## src/rtl/skh_pkg.sv

```systemverilog
// Shared codes and types for the string-keyed bucket hash table.
// No dependencies; used by every module of the block.
`default_nettype none
package skh_pkg;

  localparam logic [1:0] ACT_INSERT = 2'd0;
  localparam logic [1:0] ACT_SEARCH = 2'd1;
  localparam logic [1:0] ACT_DELETE = 2'd2;

  localparam logic [2:0] ST_OK        = 3'd0;
  localparam logic [2:0] ST_NOT_FOUND = 3'd1;
  localparam logic [2:0] ST_FULL      = 3'd2;
  localparam logic [2:0] ST_DUPLICATE = 3'd3;
  localparam logic [2:0] ST_TOO_LONG  = 3'd4;

  // Key summary handed from the byte gatherer to the table engine.
  // Widths cover the largest supported key length and bucket count.
  typedef struct packed {
    logic [1:0] action;
    logic [7:0] length;
    logic [9:0] bucket;
    logic       too_long;
  } key_info_t;

endpackage
`default_nettype wire

```

## src/rtl/skh_gather.sv

```systemverilog
// Key byte gatherer: key buffer, running length and bucket hash.
// Depends on skh_pkg.
`default_nettype none
module skh_gather #(
  parameter int BUCKETS     = 33,
  parameter int MAX_KEY_LEN = 32
) (
  input  wire logic                clk,
  input  wire logic                rst,
  input  wire logic                accept,
  input  wire logic [1:0]          action,
  input  wire logic [6:0]          key_char,
  input  wire logic                last,
  input  wire logic [((MAX_KEY_LEN > 1) ? $clog2(MAX_KEY_LEN) : 1)-1:0] kb_ra,
  output logic      [6:0]          kb_q,
  output logic                     start,
  output skh_pkg::key_info_t       info
);

  localparam int LW = $clog2(MAX_KEY_LEN + 1);
  localparam int IW = (MAX_KEY_LEN > 1) ? $clog2(MAX_KEY_LEN) : 1;
  localparam int BW = (BUCKETS > 1) ? $clog2(BUCKETS) : 1;
  localparam int RW = $clog2(BUCKETS + 128) + 9;

  logic [6:0]    kb_mem [MAX_KEY_LEN];
  logic [LW-1:0] len;
  logic [LW-1:0] len_next;
  logic [BW-1:0] hash;
  logic [BW-1:0] hash_next;
  logic          too_long;
  logic          can_store;
  logic [RW-1:0] red;

  assign can_store = !too_long && (len < LW'(MAX_KEY_LEN));
  assign len_next  = can_store ? len + LW'(1) : len;

  // Sum stays below BUCKETS + 128, so eight conditional subtractions of
  // shifted bucket counts reduce it fully.
  always_comb begin
    red = RW'(hash) + RW'(key_char);
    for (int k = 7; k >= 0; k--) begin
      if (red >= (RW'(BUCKETS) << k)) begin
        red = red - (RW'(BUCKETS) << k);
      end
    end
    hash_next = BW'(red);
  end

  always_ff @(posedge clk) begin
    if (rst) begin
      len      <= '0;
      hash     <= '0;
      too_long <= 1'b0;
      start    <= 1'b0;
    end else begin
      start <= 1'b0;
      if (accept) begin
        if (last) begin
          len           <= '0;
          hash          <= '0;
          too_long      <= 1'b0;
          start         <= 1'b1;
          info.action   <= action;
          info.length   <= 8'(len_next);
          info.bucket   <= 10'(hash_next);
          info.too_long <= !can_store;
        end else begin
          len      <= len_next;
          hash     <= hash_next;
          too_long <= !can_store;
        end
      end
    end
  end

  always_ff @(posedge clk) begin
    if (accept && can_store) begin
      kb_mem[len[IW-1:0]] <= key_char;
    end
    kb_q <= kb_mem[kb_ra];
  end

endmodule
`default_nettype wire

```

## config.mk

```make
export PLATFORM = sky130hd
export DESIGN_NAME = skh_gather
export DESIGN_NICKNAME = d
export VERILOG_FILES = /design/src/rtl/skh_pkg.sv /design/src/rtl/skh_gather.sv
export SDC_FILE = /design/constraint.sdc
export NUM_CORES = 1
export LEC_CHECK = 0
export ABC_AREA = 1
export BUFFER_PORTS_ARGS = -buffer_cell sky130_fd_sc_hd__buf_2
export CORE_MARGIN = 4
export CORE_UTILIZATION = 50
export DETAILED_ROUTE_END_ITERATION = 12
export PLACE_DENSITY = 0.71
export SLEW_MARGIN = 5
export SYNTH_ARGS = -nofsm -noshare
export SYNTH_HDL_FRONTEND = slang
export SYNTH_SLANG_ARGS = --single-unit
```

## constraint.sdc

```tcl
create_clock -name clk -period 5.2 [get_ports clk]
set_input_delay 0.52 -clock clk [delete_from_list [all_inputs] [get_ports clk]]
set_output_delay 0.52 -clock clk [all_outputs]
set_load 0.03 [all_outputs]
```

==> flow_metrics.tcl, run 1 <==
set metrics [dict create \
    finalNetCount 1028 \
    maxCapViolCount 0 \
    dieArea_mm2 0.0248 \
    cts-hold-fix-buffers 0 \
    synth_top_area_share_pct 64.2 \
    clockBufferDepth 3 \
    final.min_clock_period_ns 4.03 \
    grt_max_degree 63 \
    max_freq_mhz 248 \
    io_buffers 40 \
    die_width_um 158 \
    io_pins 47 \
    seqPwrFrac_pct 41.6 \
    synthToLayoutAreaGrowth_pct 12.0 \
    grt_overflow 0 \
    p_switching_w 0.00175 \
    syn_inst 965 \
    yosysSeqAreaShare_pct 68.0 \
    leakage_nw 4.33 \
    root_buffer "clkbuf_16" \
    synth-compound-area-share_pct 12.2 \
    fin_setup_tns_ns 0 \
    p_total_w 0.00576 \
    fin_area_mm2 0.0125 \
    worst_ep_required_time_ns 5.48 \
    drive_gt1_share_pct 12.3 \
    worst_slew_pin_slew_ns 1.21 \
    syn_area_mm2 0.0112 \
    ys_ff_latch 260 \
    hp-class "in2reg" \
    switching_share_pct 30.3 \
    numCtsBuffers 26 \
    syn_area_per_cell_um2 11.6 \
    viasPerCell 5.79 \
    core_mm2 0.0219 \
    p_clk_share_pct 34.3 \
    rows 54 \
    vias 7497 \
    grt_util_all_layers_pct 20.7 \
    die_y_um 158 \
    cp_max_fo 12 \
    yosysUniqueCellTypes 44 \
    irDropWorstVdd_v 0.000385 \
    insertion_delay_ns 0.54 \
    place_congestion 0.851 \
    synth_most_common_cell "edfxtp_1" \
    rsz0062_at_grt "no" \
    post_cts_buffers 0 \
    startpoint_type "flop" \
    arrival_ns 4.31 \
    antenna_found_initial 1 \
    cts.sinks 260 \
    dpl_worst_slack_ns 0.871 \
    ant_nets 0 \
    grt_pass1_wl_mm 39.4 \
    routed_wl_mm 26.0 \
    synth_mux_area_share_pct 0 \
    synth_commonest_cells "239 x edfxtp_1, 181 x nor2_1, 122 x o21ai_0" \
    yosysWarningCount 0 \
    worstSetupPathType "reg2reg" \
    finalMaxSlewViolations 0 \
    synth_edf_count 239 \
    hold_viol 0 \
    synth_top_cell_by_area "edfxtp_1" \
    outcome "complete, no violations" \
    power.density_mw_per_mm2 460 \
    synth_top_family_by_area "simple AND/OR/NAND/NOR gates" \
    synth_simple_gate_area_share_pct 13.5 \
    synthXorXnorAreaFrac_pct 0.705 \
    dr.pass1.iters 5 \
    synth-adder-area-share_pct 1.86 \
    diodes 0 \
    hold_ws_ns 0.174 \
    maxSlewHeadroom_pct 19.1 \
    internal_power_w 0.00401 \
    hpwl_mm 16.0 \
    synth_ff_type "edfxtp_1" \
    cts_tree "done" \
    start_util_pct 51.1 \
    route.detailed.drc 0 \
    clk_pin_slew_worst_paths_ns 0.06 \
    p_comb_share_pct 24.0 \
    end_kind "flop" \
    h-tree-depth 1 \
    place_area_mm2 0.0116 \
    min_period_over_period_pct 77.5 \
    drtIter0Drc 789 \
    clock_skew_ns 0.0234 \
    setup_slack_ns 1.17 \
    async_flop_share_pct 0 \
    postCtsResizedCells 0 \
    grt_pass1_vias 7078 \
    yosys-top-cells-area "edfxtp_1 64%, nor2_1 6.1%, o21ai_0 5.5%" \
    setup_viol 0 \
    routedWlPerCell_um 20.1 \
]
-- sequential cells by signal, summed over array words and instances (netlist names) --
signal    count
kb_mem      224
info         15
start         1
len           6
too_long      1
kb_q          7
hash          6
-- metal layers --
layer  vias up  share of wire [%]  global-route usage [%]
li1       3552                  -                       -
met1      3558                 43                    29.2
met2       332                 45                    31.8
met3        53                8.6                    4.43
met4         2                3.2                    7.46
met5         -              0.065                       0
-- cell type report --
type                            count  area [um2]
Fill cell                        1754        9370
Tap cell                          280         350
Timing Repair Buffer               52         290
Inverter                           47         176
Clock inverter                     20         258
Clock buffer                       28         658
Sequential cell                   260        7600
Multi-Input combinational cell    607        3190
-- per-stage QoR --
| stage | utilization [%] | instances |
|---|---|---|
| finish | 57.2 | 1294 |
| global route | 57.2 | 1294 |
| CTS | 57.2 | 1294 |
| detailed placement | 53.0 | 1246 |
| global placement | 53.0 | 1246 |
| floorplan | - | 970 |
-- power by group through the flow --
stage	Clock, W	Sequential [W]	Combinational (W)
finish	0.00198	0.00240	0.00138
global route	0.00209	0.00240	0.00155
CTS	0.00200	0.00240	0.00138
detailed placement	0	0.00244	0.00137
global placement	0	0.00244	0.00134
floorplan	0	0.00248	0.00104
-- final timing paths --
| kind | cells after the start | to | startpoint | slack [ns] |
|---|---|---|---|---|
| min | 1 | info[20] | action[1] | 0.17 |
| min reg2reg | 2 | hash[5] | hash[5] | 0.52 |
| max | 23 | info[1] | hash[0] | 1.17 |
| max reg2reg | 23 | info[1] | hash[0] | 1.17 |
-- placed cells by master, fill, tap and decap left out, types with 6 or more instances in the layout --
| cell type | instances |
|---|---|
| a21oi_1 | 16 |
| a31oi_1 | 9 |
| a32oi_1 | 7 |
| buf_2 | 40 |
| buf_4 | 12 |
| bufinv_16 | 6 |
| clkbuf_16 | 26 |
| clkinv_1 | 8 |
| conb_1 | 6 |
| dfxtp_1 | 21 |
| edfxtp_1 | 239 |
| ha_1 | 15 |
| inv_1 | 40 |
| inv_2 | 6 |
| nand2_1 | 89 |
| nand2_2 | 12 |
| nand3_1 | 52 |
| nor2_1 | 181 |
| o21ai_0 | 122 |
| o221ai_1 | 42 |
| o22ai_1 | 14 |
| xor2_1 | 7 |
-- worst max-delay path, stage by stage (launching register included) --
cell and delay (ns):
dfxtp_1 0.34, ha_1 0.23, fa_1 0.43, nand2_1 0.10, nand2_1 0.10, nand3_1 0.10
nand3_1 0.08, nand2_2 0.14, nand3_4 0.12, ha_1 0.28, o21ai_1 0.21, nand2_1 0.14
a21oi_2 0.18, nand4_2 0.28, nand2_1 0.17, nand2_1 0.06, inv_1 0.09, ha_1 0.15
nand3_1 0.08, nand3_2 0.10, nand2_4 0.07, nand2_2 0.10, nand2_1 0.07, and2_1 0.14
-- logic make-up (layout without fill, tap and decap cells) --
kind of cell / after synthesis / in the layout
AND/OR/NAND/NOR: 353 / 353
flip-flops: 260 / 260
AO/OA/AOI/OAI: 223 / 223
buffers and inverters: 103 / 147
adder cells (fa/ha/maj): 16 / 16
XOR/XNOR: 9 / 9
other: 1 / 6
No activity file was read; power rests on OpenSTA's default activity.
==> run 2, diff against run 1 <==
--- a/config.mk
+++ b/config.mk
@@ -10,7 +10,7 @@
 export CORE_MARGIN = 4
 export CORE_UTILIZATION = 50
 export DETAILED_ROUTE_END_ITERATION = 12
-export PLACE_DENSITY = 0.71
+export PLACE_DENSITY = 0.73
 export SLEW_MARGIN = 5
 export SYNTH_ARGS = -nofsm -noshare
 export SYNTH_HDL_FRONTEND = slang
==> constraint.sdc (replaced) <==
create_clock -name clk -period 3.59 [get_ports clk]
set_input_delay 0.359 -clock clk [delete_from_list [all_inputs] [get_ports clk]]
set_output_delay 0.359 -clock clk [all_outputs]
set_load 0.03 [all_outputs]
==> run 2 against run 1 <==
  * The flow now finishes with violations (setup timing)
  * First-iteration DRC count is 16% lower
  * Combinational power is 150% higher
  * Sequential share of layout area down 3.6 points
  * Clock-buffer cell count rose by 3
  * Non-clock buffer count grew 50
  * Sequential power up 45%
  * Sequential cell count is the same
==> flow_metrics.tcl, run 2 (same netlist as run 1, synthesis figures left out) <==
set metrics [dict create \
    outcome "complete, but fails checks" \
    violations "setup timing" \
    cts.sinks 260 \
    clk_pin_slew_worst_paths_ns 0.07 \
    path_delay_family "simple AND/OR/NAND/NOR gates" \
    route.detailed.drc 0 \
    cpMostUsedCell "nand2_2" \
    core_mm2 0.0219 \
    root_buffer "clkbuf_16" \
    place_congestion 0.840 \
    worst_ep_required_time_ns 3.99 \
    insertion_delay_ns 0.53 \
    io_pins 47 \
    final_common_cell "edfxtp_1" \
    drive_gt1_share_pct 23.3 \
    maxSlewHeadroom_pct 36.4 \
    vias 7840 \
    die_width_um 158 \
    grt_max_degree 113 \
    switching_share_pct 33.0 \
    p_comb_share_pct 35.7 \
    layout_common_cells "239 x edfxtp_1, 173 x nor2_1, 121 x o21ai_0" \
    path_buf_inv 3 \
    cp_max_fo 6 \
    crit_slowest_cell "dfxtp_4" \
    dr.pass1.iters 5 \
    final.min_clock_period_ns 3.62 \
    arrival_ns 4.02 \
    viasPerCell 5.83 \
    critical_path.max_stage_delay_ns 0.37 \
    grt_pass1_wl_mm 41.1 \
    routedWlPerCell_um 20.5 \
    hp-class "in2reg" \
    leakage_nw 4.62 \
    clock_skew_ns 0.0118 \
    synthToLayoutAreaGrowth_pct 19.0 \
    cts_tree "done" \
    finalNetCount 1078 \
    grt_overflow 0 \
    maxCapViolCount 0 \
    grt_util_all_layers_pct 21.5 \
    end_kind "flop" \
    die_y_um 158 \
    startpoint_type "flop" \
    rows 54 \
    drtIter0Drc 662 \
    h-tree-depth 1 \
    min_period_over_period_pct 101 \
    hold_viol 0 \
    io_buffers 40 \
    start_util_pct 51.1 \
    diodes 0 \
    clockBufferDepth 3 \
    worstSetupPathType "reg2reg" \
    internal_power_w 0.00646 \
    seqPwrFrac_pct 36.0 \
    p_switching_w 0.00318 \
    power.density_mw_per_mm2 724 \
    grt_pass1_vias 7400 \
    finalMaxSlewViolations 0 \
    irDropWorstVdd_v 0.000803 \
    dieArea_mm2 0.0248 \
    p_clk_share_pct 28.3 \
    antenna_found_initial 0 \
    fin_setup_tns_ns -0.121 \
    rsz0062_at_grt "yes" \
    setup_slack_ns -0.0339 \
    setup_viol 6 \
    routed_wl_mm 27.6 \
    final_util_pct 60.8 \
    largest_reg_flops 224 \
    numCtsBuffers 26 \
    worst_slew_pin_slew_ns 0.952 \
    ant_nets 0 \
    hpwl_mm 16.3 \
    hold_ws_ns 0.132 \
    max_freq_mhz 276 \
]
==> run 2: changes by cell type in the layout (fill, tap and decap cells not counted), moves of 5 or more <==
| cell | previous run | this run |
|---|---|---|
| buf_4 | 12 | 53 |
| nand2_1 | 89 | 60 |
| nand2_2 | 12 | 33 |
| nand3_1 | 52 | 39 |
| nand3_2 | 4 | 16 |
| ha_1 | 15 | 7 |
| nor2_1 | 181 | 173 |
| nand2_4 | 1 | 8 |
| a21oi_1 | 16 | 10 |
| nor2_4 | 1 | 7 |
| a21oi_2 | 3 | 8 |
| buf_6 | 0 | 5 |
| ha_4 | 0 | 5 |
==> run 2: power by group through the flow <==
stage / logic (W) / registers [W] / clock network (W)
2_1_floorplan: 0.00151 / 0.00359 / 0
3_3_place_gp: 0.00240 / 0.00353 / 0
3_5_place_dp: 0.00244 / 0.00353 / 0
4_1_cts: 0.00251 / 0.00347 / 0.00274
5_1_grt: 0.00373 / 0.00348 / 0.00290
6_report: 0.00344 / 0.00347 / 0.00273
==> run 2: cell type report <==
type,count,area [um2]
Timing Repair Buffer,102,714
Tap cell,280,350
Multi-Input combinational cell,607,3600
Clock inverter,17,190
Inverter,47,179
Fill cell,1685,8590
Clock buffer,31,669
Sequential cell,260,7600
==> run 2: repair_timing <==
| action | CTS | global route |
|---|---|---|
| setup endpoints to repair | 2 | 12 |
| gates resized for setup | 11 | 94 |
| buffers inserted | 3 | 8 |
| pin swaps | 10 | 50 |
| hold buffers | 2 | 0 |
| endpoints found under the hold margin | 2 | 0 |
==> run 2: routing by layer <==
layer | global-route usage, % | vias to the layer above | routed length [um]
met1 | 30.7 | 3778 | 11400
met4 | 7.01 | 0 | 1020
met2 | 33.7 | 346 | 12900
met5 | 0 | - | 0
li1 | - | 3649 | -
met3 | 3.82 | 67 | 2290
==> run 2: path summary, 6_finish.rpt <==
kind                               from      end  slack [ns]  depth (start not counted)
worst max-delay path            hash[0]  hash[2]       -0.03                         25
worst min-delay path               last    start        0.13                          3
worst max register to register  hash[0]  hash[2]       -0.03                         25
worst min register to register  hash[4]  hash[4]        0.51                          2
==> run 2: metrics by stage <==
| stage | instances | total power (W) | area (um2) | setup slack, ns |
|---|---|---|---|---|
| finish | 1344 | 0.00964 | 13300 | -0.0339 |
| floorplan | 970 | 0.00510 | 11200 | 0.000252 |
| CTS | 1338 | 0.00872 | 12900 | 0.000678 |
| detailed placement | 1285 | 0.00597 | 11900 | -0.220 |
| global route | 1344 | 0.0101 | 13300 | -0.181 |
| global placement | 1285 | 0.00593 | 11900 | -0.117 |
==> run 2: tightest hold or removal path, cell delays in order <==
cell and delay (ns):
buf_2 0.10, inv_1 0.09, nor3_1 0.05
